--- src/rtl/core/pwl_pkg.sv ---
// Shared types and constants for the piecewise linear interpolator.
// Used by pwl_cell, pwl_div and piecewise_linear_interp.
package pwl_pkg;

  localparam int DATA_W     = 32;
  localparam int SLOT_W     = 4;
  localparam int IDX_W      = 4;
  localparam int CFG_W      = 5;
  localparam int POINTS_DEF = 16;

  localparam logic [CFG_W-1:0] CFG_RESET = CFG_W'(2);

  localparam logic ACT_LOAD  = 1'b0;
  localparam logic ACT_QUERY = 1'b1;

  typedef enum logic [2:0] {
    ST_IDLE,
    ST_SCAN,
    ST_PREP,
    ST_MUL,
    ST_DIV,
    ST_DONE
  } state_t;

  // Query token handed from cell to cell.
  typedef struct packed {
    logic                     valid;
    logic                     done;
    logic                     interp;
    logic                     in_range;
    logic [SLOT_W-1:0]        slot;
    logic signed [DATA_W-1:0] qx;
    logic signed [DATA_W-1:0] xa;
    logic signed [DATA_W-1:0] xb;
    logic signed [DATA_W-1:0] ya;
    logic signed [DATA_W-1:0] yb;
  } pwl_tok_t;

endpackage

--- src/rtl/core/pwl_cell.sv ---
// One breakpoint cell: holds an (x, y) pair and checks the passing query token
// against its own segment. Depends on pwl_pkg.
module pwl_cell
  import pwl_pkg::*;
(
  input  logic                     clk,
  input  logic                     rst,
  input  logic                     wr_en,
  input  logic signed [DATA_W-1:0] wr_x,
  input  logic signed [DATA_W-1:0] wr_y,
  input  logic [SLOT_W-1:0]        slot_id,
  input  logic                     pair_ok,
  input  logic signed [DATA_W-1:0] nb_x,
  input  logic signed [DATA_W-1:0] nb_y,
  input  pwl_tok_t                 tok_in,
  output pwl_tok_t                 tok_out,
  output logic signed [DATA_W-1:0] x_q,
  output logic signed [DATA_W-1:0] y_q
);

  pwl_tok_t tok_next;

  always_ff @(posedge clk) begin
    if (wr_en) begin
      x_q <= wr_x;
      y_q <= wr_y;
    end
  end

  always_comb begin
    tok_next = tok_in;
    if (tok_in.valid && !tok_in.done) begin
      if (pair_ok) begin
        if (tok_in.qx == x_q) begin
          tok_next.done     = 1'b1;
          tok_next.in_range = 1'b1;
          tok_next.slot     = slot_id;
          tok_next.ya       = y_q;
        end else if (x_q < tok_in.qx && tok_in.qx < nb_x) begin
          tok_next.done     = 1'b1;
          tok_next.interp   = 1'b1;
          tok_next.in_range = 1'b1;
          tok_next.slot     = slot_id;
          tok_next.xa       = x_q;
          tok_next.xb       = nb_x;
          tok_next.ya       = y_q;
          tok_next.yb       = nb_y;
        end
      end else begin
        // last active point: clamp high
        tok_next.done     = 1'b1;
        tok_next.in_range = (tok_in.qx == x_q);
        tok_next.slot     = slot_id;
        tok_next.ya       = y_q;
      end
    end
  end

  always_ff @(posedge clk) begin
    if (rst) begin
      tok_out <= '0;
    end else begin
      tok_out <= tok_next;
    end
  end

endmodule

--- config.mk ---
export PLATFORM = sky130hd
export DESIGN_NAME = pwl_cell
export DESIGN_NICKNAME = d
export VERILOG_FILES = /design/src/rtl/core/pwl_pkg.sv /design/src/rtl/core/pwl_cell.sv
export SDC_FILE = /design/constraint.sdc
export NUM_CORES = 1
export LEC_CHECK = 0
export ABC_AREA = 1
export BUFFER_PORTS_ARGS = -buffer_cell sky130_fd_sc_hd__buf_2
export CORE_AREA = 2 2 206 208
export DETAILED_ROUTE_END_ITERATION = 10
export DIE_AREA = 0 0 208 210
export MAX_ROUTING_LAYER = met4
export PLACE_DENSITY = 0.54
export SETUP_SLACK_MARGIN = 0.4
export SLEW_MARGIN = 20
export SYNTH_ARGS = -nofsm -noshare
export SYNTH_HDL_FRONTEND = slang
export SYNTH_SLANG_ARGS = --single-unit
--- constraint.sdc ---
create_clock -name clk -period 2.9 [get_ports clk]
set_input_delay 0.435 -clock clk [delete_from_list [all_inputs] [get_ports clk]]
set_output_delay 0.435 -clock clk [all_outputs]
set_load 0.02 [all_outputs]
Word-level counts from Yosys, hierarchy flattened:

Cells that the tools add are included.

* flip-flop bits (word level): 232
* word-level logic and storage cells: 34

* multiplexer cells: 16
* eq/ne operators: 1
* $lt $le $gt $ge: 2
* reductions and logical operators: 3

Operators with widths (count)
* $mux 128: 2
* $mux 32: 4
* $mux 64: 2
* $lt 32x32->1: 2
* $eq 32x32->1: 1
* $mux 7: 2
* $mux 5: 2
* $mux 1: 4
* $logic_and 1x1->1: 2
* $logic_not 1->1: 1

Depth between registers and ports, before layout:

* depth in word-level cells: 6
* gate-level depth with buffers: 20
* depth with buffers taken out: 20

Worst setup path after synthesis:

OpenSTA, ideal clock, no wires.

* kind: flip-flop to flip-flop
* from: register x_q[31]
* to: register tok_out[100] (netlist name)
* library setup time: 0.114 ns
* arrival time: 2.188 ns
* stages on the path, launching flop included: 15
* period minus slack after synthesis: 2.301 ns
* setup slack: 0.599 ns
* cell sequence: edfxtp_1 -> ha_1 -> nand2_1 -> nor2_2 -> nand4_2 -> nor3b_2 -> nand2_1 -> nand2_1 -> nand2_1 -> nand2_2 -> nand4_4 -> buf_2 -> buf_4 -> o21ai_1 -> nor2_1

* longest elaborated chain between the ends: 6

RTL lines
* from (decl): line pwl_cell.sv:17 `output logic signed [DATA_W-1:0] x_q,`
* from (signal assigned): line pwl_cell.sv:25 `x_q <= wr_x;`
* $lt 32x32->1: line pwl_cell.sv:39 `end else if (x_q < tok_in.qx && tok_in.qx < nb_x) begin`
* $logic_and 1x1->1: line pwl_cell.sv:39
* $mux 128: line pwl_cell.sv:39
* $mux 64 (*): line pwl_cell.sv:34 `if (tok_in.qx == x_q) begin`
* $mux 64 (*): line pwl_cell.sv:33 `if (pair_ok) begin`
* $mux 128 (*): line pwl_cell.sv:32 `if (tok_in.valid && !tok_in.done) begin`
* to (signal assigned): line pwl_cell.sv:63 `tok_out <= tok_next;`
* to (decl): line pwl_cell.sv:16 `output pwl_tok_t tok_out,`

Mark *: on every way between the ends. The rest lies on a longest branch, timed or not.
A chain may end at the register's enable or synchronous reset.

Worst setup path after layout:

* from: register x_q[15]
* to: register tok_out[13] (netlist name)

* longest elaborated chain between the ends: 6

RTL lines (line)
* $lt 32x32->1: pwl_cell.sv:39
* $logic_and 1x1->1: pwl_cell.sv:39
* $mux 128: pwl_cell.sv:39
* $mux 32 (*): pwl_cell.sv:34
* $mux 32 (*): pwl_cell.sv:33
* $mux 128 (*): pwl_cell.sv:32

Marked as above.

==> reports/qor.csv <==
metric,value,unit
firstDrtPassIters,5,
grt_pass1_vias,9480,
rsz0062_at_grt,yes,
cp_cell_sequence,ha_4 > nand4_1 > buf_4 > nor4_4 > buf_4 > nand2_2 > nand2_2 > nor2_4 > nand4_4 > buf_8 > buf_12 > o21ai_1 > nor2_1,
synthDistinctLibCells,27,
avgViaCountPerCell,4.19,
critPathTopFamily,simple AND/OR/NAND/NOR gates,
period_needed,2.57,ns
crit_type,reg -> reg,
nets,2000,
syn_area_per_cell,8.72,um^2
clkLatencyLatePin,0.55,ns
hold_viol_final,0,
critPathMaxStageDelay,0.51,ns
finalCritPeriodShare,88.7,%
vias,9203,
die-area,43700,um^2
post_drt_wl_per_cell,16.6,um
antenna_found_initial,4,
die_width,208,um
ys_warn_count,0,
cp.depth,13,
clock.fmax,0.389,GHz
grt.total_usage,16.5,%
worst_pin_slew,0.473,ns
slew_headroom,68.5,%
gp_congestion,0.848,
holdCritPathClass,in -> reg,
ir_drop,0.428,mV
tritoncts,built,
crit_buf_inv,4,
critPathLaunchType,flop,
clockRootBuffer,clkbuf_16,
ant_nets,0,
leakage,7.35,nW
rows,75,
port_buffers,535,
hold_path_depth,1,
area_growth,49.9,%
drv_cap,0,
die_h,210,um
cts.sinks,232,
grt-ovfl-total,0,
syn_area,9380,um^2
seq_area_frac_synth,56.3,%
core_area,41500,um^2
ctsHoldBuffers,0,
place_ws,-0.144,ns
worst-path-max-fanout,22,
powerDensity,608,nW/um^2
ios,536,
synth_nets,1443,
grt_first_pass_wirelength,54.3,mm
clkTransAtPathRegs,0.06,ns
end_kind,flop,
synth_seq_cells,232,
synth_cells,1076,
dp_hpwl,28.0,mm
numCtsBuffers,28,
grt_max_degree,72,
clockBufferDepth,3,
slew_violations,0,
crit_slowest_cell,edfxtp_1,
finClkSkew,0.0122,ns
initial_core_util,22.6,%
worstRegToRegCells,13,
final_cell_mix,"buf_2 (534), nor2_1 (312), dfxtp_1 (168), inv_1 (120), nand2_1 (92)",
setup_ws,0.329,ns
final_cells,2198,
tns,0,ns
critPathRequiredTime,3.37,ns
setup-violations-final,0,
final_layout_size_suffix_gt1_share,39.8,%
final_common_cell,buf_2,
drc,0,
holdWs,0.0606,ns
drt-total-wl,36.6,mm
p_total,0.00855,W
worstPathArrival,3.04,ns
placed_cells,2123,
status,"complete, no violations",
drtIter0Drc,365,
htree_levels,1,
[routing by layer]
| metal | routed length [um] | part of all wire (%) | track usage (%) |
|---|---|---|---|
| met5 | 0 | 0 | - |
| met4 | 806 | 2.2 | 4.50 |
| met3 | 2730 | 7.5 | 4.05 |
| met2 | 17300 | 47 | 27.2 |
| met1 | 15800 | 43 | 20.1 |
[what timing repair did]
action | in CTS | in global routing
gates resized for setup | 62 | 35
pin swaps | 9 | 1
endpoints found under the hold margin | 0 | 0
gates cloned | 2 | 1
setup endpoints to repair | 134 | 134
setup buffers | 13 | 3
[synthesized netlist by cell type]
cell type  count  area, um^2
a21oi_1       31         155
a31oi_1        1        6.26
buf_2         13        65.1
buf_4          4        30.0
buf_6          4        45.0
clkbuf_1      26        97.6
dfxtp_1      168        3360
edfxtp_1      64        1920
ha_1          63         788
inv_1        121         454
inv_2          1        3.75
nand2_1       96         360
nand2_2        2        12.5
nand3_1       44         220
nand4_1        5        31.3
nand4_2        2        25.0
nand4_4        1        21.3
nor2_1       316        1190
nor2_2         1        6.26
nor3_1         2        10.0
nor3b_2        1        12.5
nor4_1         1        6.26
o211ai_1       1        7.51
o21a_1         3        22.5
o21ai_0       63         315
o21ai_1       40         200
o21bai_1       2        15.0
[stage by stage]
stage | instance area, um^2 | util (%)
2_1_floorplan | 9380 | -
3_3_place_gp | 12800 | 30.8
3_5_place_dp | 12800 | 30.8
4_1_cts | 13900 | 33.5
5_1_grt | 14100 | 33.9
6_report | 14100 | 33.9
[cell families after synthesis]
kind of cell	Yosys count	synth area share, %
simple gates	471	20.2
flops	232	56.3
buf+inv	169	7.41
compound gates	141	7.69
fa+ha+maj	63	8.40
[area by class of cell]
cell class                      count  area [um^2]
Sequential cell                   232         5290
Timing Repair Buffer              574         3170
Clock inverter                     13         92.6
Antenna cell                        4         10.0
Clock buffer                       39          805
Fill cell                        4364        27400
Tap cell                          539          674
Multi-Input combinational cell    675         3560
Inverter                          122          468
[flip-flops by register name, indices dropped and copies added (netlist names)]
register,cells
tok_out,168
x_q,32
y_q,32
[report_power, final]
group          switching [W]  leakage [nW]  internal [W]  total [W]
Combinational       0.000909          4.88      0.000564    0.00147
Clock                0.00138         0.443       0.00202    0.00340
Sequential          0.000103          2.03       0.00357    0.00367
Total                0.00239          7.35       0.00615    0.00855
[worst paths after layout]
path | from | end | slack, ns
max | x_q[15]$_DFFE_PP_ | tok_out[13]$_SDFF_PP0_ | 0.33
max reg2reg | x_q[15]$_DFFE_PP_ | tok_out[13]$_SDFF_PP0_ | 0.33
min | wr_y[17] | y_q[17]$_DFFE_PP_ | 0.06
min reg2reg | y_q[21]$_DFFE_PP_ | tok_out[53]$_SDFF_PP0_ | 0.50
Note: power is estimated with default switching activity, not from simulation.
