### src/rtl/core/pwl_pkg.sv
// Shared types and constants for the piecewise linear interpolator.
// Used by pwl_cell, pwl_div and piecewise_linear_interp.
package pwl_pkg;

  localparam int DATA_W     = 32;
  localparam int SLOT_W     = 4;
  localparam int IDX_W      = 4;
  localparam int CFG_W      = 5;
  localparam int POINTS_DEF = 16;

  localparam logic [CFG_W-1:0] CFG_RESET = CFG_W'(2);

  localparam logic ACT_LOAD  = 1'b0;
  localparam logic ACT_QUERY = 1'b1;

  typedef enum logic [2:0] {
    ST_IDLE,
    ST_SCAN,
    ST_PREP,
    ST_MUL,
    ST_DIV,
    ST_DONE
  } state_t;

  // Query token handed from cell to cell.
  typedef struct packed {
    logic                     valid;
    logic                     done;
    logic                     interp;
    logic                     in_range;
    logic [SLOT_W-1:0]        slot;
    logic signed [DATA_W-1:0] qx;
    logic signed [DATA_W-1:0] xa;
    logic signed [DATA_W-1:0] xb;
    logic signed [DATA_W-1:0] ya;
    logic signed [DATA_W-1:0] yb;
  } pwl_tok_t;

endpackage

### src/rtl/core/pwl_div.sv
// Restoring divider, one quotient bit per cycle: 64-bit dividend whose high
// half is below the divisor, 32-bit divisor and quotient. Depends on pwl_pkg.
module pwl_div
  import pwl_pkg::*;
(
  input  logic                  clk,
  input  logic                  rst,
  input  logic                  start,
  input  logic [2*DATA_W-1:0]   dividend,
  input  logic [DATA_W-1:0]     divisor,
  output logic                  done,
  output logic [DATA_W-1:0]     quotient
);

  localparam int CNT_W = $clog2(DATA_W);

  logic              busy;
  logic [CNT_W-1:0]  cnt;
  logic [DATA_W-1:0] rem;
  logic [DATA_W-1:0] lo;
  logic [DATA_W-1:0] den_r;
  logic [DATA_W:0]   trial;
  logic [DATA_W:0]   diff;
  logic              ge;

  assign trial = {rem, lo[DATA_W-1]};
  assign diff  = trial - {1'b0, den_r};
  assign ge    = (trial >= {1'b0, den_r});

  always_ff @(posedge clk) begin
    if (rst) begin
      busy <= 1'b0;
      done <= 1'b0;
    end else begin
      done <= 1'b0;
      if (start) begin
        busy <= 1'b1;
      end else if (busy && cnt == '0) begin
        busy <= 1'b0;
        done <= 1'b1;
      end
    end
  end

  always_ff @(posedge clk) begin
    if (start) begin
      rem   <= dividend[2*DATA_W-1:DATA_W];
      lo    <= dividend[DATA_W-1:0];
      den_r <= divisor;
      cnt   <= '1;
    end else if (busy) begin
      rem      <= ge ? diff[DATA_W-1:0] : trial[DATA_W-1:0];
      lo       <= {lo[DATA_W-2:0], 1'b0};
      quotient <= {quotient[DATA_W-2:0], ge};
      cnt      <= cnt - CNT_W'(1);
    end
  end

  a_rem_below_den: assert property (@(posedge clk) disable iff (rst)
    busy |-> rem < den_r)
    else $error("divider remainder not below divisor");

  a_done_after_busy: assert property (@(posedge clk) disable iff (rst)
    done |-> !busy && $past(busy))
    else $error("divider done without a run");

  a_no_restart: assert property (@(posedge clk) disable iff (rst)
    start |-> !busy)
    else $error("divider started while busy");

endmodule

### config.mk
export PLATFORM = sky130hd
export DESIGN_NAME = pwl_div
export DESIGN_NICKNAME = d
export VERILOG_FILES = /design/src/rtl/core/pwl_pkg.sv /design/src/rtl/core/pwl_div.sv
export SDC_FILE = /design/constraint.sdc
export NUM_CORES = 1
export LEC_CHECK = 0
export ABC_CLOCK_PERIOD_IN_PS = 6740
export BUFFER_PORTS_ARGS = -buffer_cell sky130_fd_sc_hd__buf_2
export CORE_MARGIN = 2
export CORE_UTILIZATION = 49
export CTS_BUF_LIST = sky130_fd_sc_hd__clkbuf_4
export DETAILED_ROUTE_END_ITERATION = 10
export MAX_ROUTING_LAYER = met4
export PLACE_DENSITY_LB_ADDON = 0.05
export SYNTH_ARGS = -nofsm -noshare
export SYNTH_HDL_FRONTEND = slang
export SYNTH_SLANG_ARGS = --single-unit
### constraint.sdc
create_clock -name clk -period 6.74 [get_ports clk]
set_input_delay 1.011 -clock clk [delete_from_list [all_inputs] [get_ports clk]]
set_output_delay 1.011 -clock clk [all_outputs]
set_load 0.01 [all_outputs]
Word level (Yosys, flattened, before mapping)
Index checks and enable logic that the tools add are counted.
{"block": "totals", "register_bits": 135, "inputBits": 99, "output_inout_bits": 33, "elab_cells": 25}
{"block": "op_classes", "add_sub_neg": 2, "order_cmp": 1, "mux": 8, "bitwise": 1, "n_reduce_logical": 6}
{"cell": "32-bit 2-to-1 mux", "count": 5}
{"cell": "33-bit by 32-bit greater-or-equal comparator with 1-bit output", "count": 1}
{"cell": "32-bit subtractor", "count": 1}
{"cell": "5-bit logical NOT", "count": 1}
{"cell": "5-bit by 1-bit subtractor with 5-bit output (second input constant)", "count": 1}
{"cell": "2-bit nonzero test", "count": 2}
{"cell": "1-bit 2-to-1 mux", "count": 3}
{"cell": "2-bit AND reduction", "count": 1}
{"cell": "2-bit OR reduction", "count": 1}
{"cell": "1-bit logical AND", "count": 1}
{"cell": "1-bit inverter", "count": 1}

Longest topological paths before layout
{"block": "depth", "depth_word": 4, "ltp_mapped": 12, "mapped_depth_nobuf": 12}

Worst setup path after synthesis
Ideal clock, no wire load.
{"block": "synth_timing", "kind": "input -> register", "from": "input start", "to": "register quotient[0] (enable)", "setup_ps": 425, "arrival_ps": 2862, "required_time_ps": 6315, "slack_ps": 3453, "stages": 3, "n_path_buf": 2, "cell_sequence": "clkbuf_1 buf_1 nor2b_1"}
{"block": "synth_between", "elab_chain_cells": 2}
{"item": "start, declared", "line": "pwl_div.sv:8", "rtl": "input logic start,"}
{"item": "1-bit inverter (no source line)"}
{"item": "2-bit AND reduction (no source line)"}
{"item": "end signal, assigned", "line": "pwl_div.sv:54", "rtl": "quotient <= {quotient[DATA_W-2:0], ge};"}
{"item": "end, declared", "line": "pwl_div.sv:12", "rtl": "output logic [DATA_W-1:0] quotient"}
No other way between the ends.
A chain may end at the register's enable or synchronous reset.

Worst setup path in the final report
{"block": "layout_timing", "from": "register rem[3]", "to": "register rem[3] (data pin)"}
{"block": "layout_between", "elab_chain_cells": 4}
{"item": "start, declared", "line": "pwl_div.sv:19", "rtl": "logic [DATA_W-1:0] rem;"}
{"item": "start signal, assigned", "line": "pwl_div.sv:47", "rtl": "rem <= dividend[2*DATA_W-1:DATA_W];"}
{"item": "start signal, assigned", "line": "pwl_div.sv:52", "rtl": "rem <= ge ? diff[DATA_W-1:0] : trial[DATA_W-1:0];"}
{"item": "33-bit by 32-bit greater-or-equal comparator with 1-bit output", "line": "pwl_div.sv:28", "rtl": "assign ge = (trial >= {1'b0, den_r});"}
{"item": "32-bit 2-to-1 mux", "line": "pwl_div.sv:52"}
{"item": "32-bit 2-to-1 mux", "line": "pwl_div.sv:51", "rtl": "end else if (busy) begin"}
{"item": "32-bit 2-to-1 mux", "line": "pwl_div.sv:46", "rtl": "if (start) begin"}
No other way between the ends. The select of a mux whose other input is x is not followed.

==> results.sh <==
export IMPL_ys_seq_area_share_pct=54.38
export IMPL_slowest_delay_ps=860
export IMPL_hold_viol=0
export IMPL_synthTopCellsByCount="edfxtp_1, nand2_1, inv_1"
export IMPL_core_rowCount=44
export IMPL_clk_pin_slew_worst_paths_ps=150
export IMPL_tns_ps=0
export IMPL_fin_ws_ps=3017
export IMPL_peakVddDrop_uv=146.2
export IMPL_synthTopCellsByArea="edfxtp_1, ha_1, mux2_2"
export IMPL_start_kind="register"
export IMPL_firstDrtPassIters=4
export IMPL_synth_nets=765
export IMPL_crit_arrival_ps=4010
export IMPL_areaGrowthSynthToFinish_pct=14.26
export IMPL_cp_required_ps=7020
export IMPL_avgSynthCellArea_um2=11.59
export IMPL_final_layout_size_suffix_gt1_share_pct=27.75
export IMPL_setup_viol=0
export IMPL_hpwl_mm=11.97
export IMPL_worstSetupPathType="register to register"
export IMPL_ctsHoldBuffers=0
export IMPL_grt_max_degree=64
export IMPL_outcome="complete, no violations"
export IMPL_synthAdderAreaFrac_pct=5.909
export IMPL_synth_xor_area_share_pct=3.108
export IMPL_wire_per_inst_um=17.74
export IMPL_clk_latency_ps=580
export IMPL_cts_repair_resized=0
export IMPL_cp_buffers_inverters=0
export IMPL_cp_end_kind="register"
export IMPL_wirelength_mm=16.85
export IMPL_die_area_um2=15940
export IMPL_core_area_um2=14590
export IMPL_synth_mux_area_share_pct=5.038
export IMPL_max_slew_margin_rel_pct=26.57
export IMPL_min_path_type="register to register"
export IMPL_grt_overflow_total=0
export IMPL_syn_area_um2=7326
export IMPL_drc=0
export IMPL_rsz0062_at_grt="no"
export IMPL_post_cts_buffers=0
export IMPL_synth_most_common_cell="edfxtp_1"
export IMPL_tritoncts="yes"
export IMPL_total_power_uw=2607
export IMPL_vias_per_cell=5.678
export IMPL_synth_simple_area_share_pct=11.24
export IMPL_h_tree_depth=4
export IMPL_crit_fanout=19
export IMPL_whs_ps=446.9
export IMPL_power_density_nw_per_um2=311.4
export IMPL_period_share_pct=55.23
export IMPL_place_gp_congestion=0.9872
export IMPL_die_x_um=126.3
export IMPL_fillCellCount=1281
export IMPL_initial_utilization_pct=50.21
export IMPL_grt_pass1_wl_mm=27.62
export IMPL_synth_compound_area_share_pct=15.75
export IMPL_clock_tree_root_cell="clkbuf_4"
export IMPL_cap_viol_max_count=0
export IMPL_pre_cts_slack_ps=3037
export IMPL_vias=5394
export IMPL_io_buffers=131
export IMPL_slew_violations=0
export IMPL_clock_skew_ps=26.11
export IMPL_path_delay_family="compound AO/OA/AOI/OAI gates"
export IMPL_grt_usage_pct=22.48
export IMPL_detail_route_antenna_nets=0
export IMPL_min_period_ps=3723
export IMPL_yosysTopAreaCell="edfxtp_1"
export IMPL_cpMaxStageDelayCell="nor2_2"
export IMPL_regArea_um2=3984
export IMPL_die_y_um=126.3
export IMPL_antenna_found_initial=1
export IMPL_worst_slew_pin_slew_ps=1100
export IMPL_synthArstFlopShare_pct=0
export IMPL_clockBufferDepth=2
export IMPL_ys_warn_count=0
export IMPL_io_pins=132
export IMPL_max_freq_ghz=0.2686
export IMPL_numCtsBuffers=17
export IMPL_ys_ff_latch=135
export IMPL_synth_top_area_share_pct=52.47
export IMPL_drtIter0Drc=428
export IMPL_cp_common_cell="a21oi_2"
export IMPL_final_nets=884
export IMPL_yosysUniqueCellTypes=66
export IMPL_synth_edf_count=128
export IMPL_synth_top_family_by_area="compound AO/OA/AOI/OAI gates"
export IMPL_multi_input_area_um2=3009
export IMPL_grt_pass1_vias=5533
export IMPL_cts_sinks=135
export IMPL_synthCells=632
export IMPL_cp_cell_sequence="ha_1 > a21o_1 > a31oi_1 > a21oi_2 > o311ai_1 > a2111o_1 > a21oi_2 > nor2_2 > o311ai_0"
export IMPL_leakage_uw=0.003437
export IMPL_synth_flop_cell="edfxtp_1"
-- layout make-up --
cell class / instances / share of cell area, %
Timing Repair Buffer: 136 / 8.311
Antenna cell: 2 / 0.05979
Inverter: 45 / 2.018
Clock inverter: 15 / 1.794
Sequential cell: 135 / 47.59
Clock buffer: 17 / 1.525
Tap cell: 184 / 2.750
Multi-Input combinational cell: 416 / 35.95
-- cell families (layout without fill, tap and decap cells) --
group                      after synthesis  count (layout)
and+or+nand+nor                        162             162
AOI/OAI and AO/OA                      161             161
DFF                                    135             135
buffers and inverters                   81             213
adders and majority gates               34              34
muxes                                   33              33
xor gates and xnor gates                26              26
other                                    0               2
-- final timing paths --
check                             start                     to  slack (ps)  cells after the start
setup / recovery       rem[3]$_DFFE_PP_       rem[3]$_DFFE_PP_        3020                      9
hold / removal    quotient[7]$_DFFE_PP_  quotient[8]$_DFFE_PP_         450                      0
setup reg to reg       rem[3]$_DFFE_PP_       rem[3]$_DFFE_PP_        3020                      9
hold reg to reg   quotient[7]$_DFFE_PP_  quotient[8]$_DFFE_PP_         450                      0
-- placed cells by master (no fill, tap or decap), types with 3 or more instances in the layout --
cell type and instances:
o31ai_1 8, a221o_1 4, o21ai_0 19, a21oi_2 3
clkbuf_4 17, nor3_1 11, o311ai_0 8, mux2_2 31
and4_1 3, a41oi_1 8, ha_1 33, inv_8 6
and2_1 11, a31oi_1 12, o2111ai_1 3, a21o_1 22
xor2_1 11, nand2_1 48, a311o_1 3, o311ai_1 5
inv_1 45, clkinvlp_4 3, o211ai_1 4, buf_4 6
buf_2 130, edfxtp_1 128, and3_1 4, nor2_1 27
inv_6 4, a211o_1 3, nand3_1 15, nor2b_1 3
a21oi_1 34, a211oi_1 4, nand4_1 18, nand2b_1 5
dfxtp_1 7, xnor2_1 15
-- routing by layer --
layer | up-vias | routed length [um] | GRT usage, %
li1 | 2655 | - | -
met4 | 0 | 297 | 6.529
met5 | - | 0 | -
met1 | 2564 | 7842 | 29.04
met2 | 152 | 7936 | 35.90
met3 | 23 | 775 | 4.970
-- power breakdown --
part | internal, uW | switching (uW) | leakage (uW)
sequential | 1050 | 49.5 | 0.00131
clock | 168 | 367 | 0.000144
combinational | 390 | 581 | 0.00198
total | 1610 | 998 | 0.00344
-- worst register-to-register path: stages, from the launching register on --
cell	delay, ps
edfxtp_1	420
ha_1	380
a21o_1	200
a31oi_1	240
a21oi_2	120
o311ai_1	470
a2111o_1	310
a21oi_2	170
nor2_2	870
o311ai_0	270
-- state kept, by name, indices dropped and copies added, names as in the netlist --
register  cells
quotient     32
den_r        32
cnt           5
rem          32
done          1
lo           32
busy          1
-- through the flow --
| stage | utilization [%] | area (um2) | cells |
|---|---|---|---|
| 6_report | 57.38 | 8371 | 950 |
| 5_1_grt | 57.38 | 8371 | 950 |
| 4_1_cts | 57.34 | 8366 | 948 |
| 3_5_place_dp | 55.44 | 8088 | 916 |
| 3_3_place_gp | 55.44 | 8088 | 916 |
| 2_1_floorplan | - | 7326 | 632 |
(Power assumes the default switching activity.)
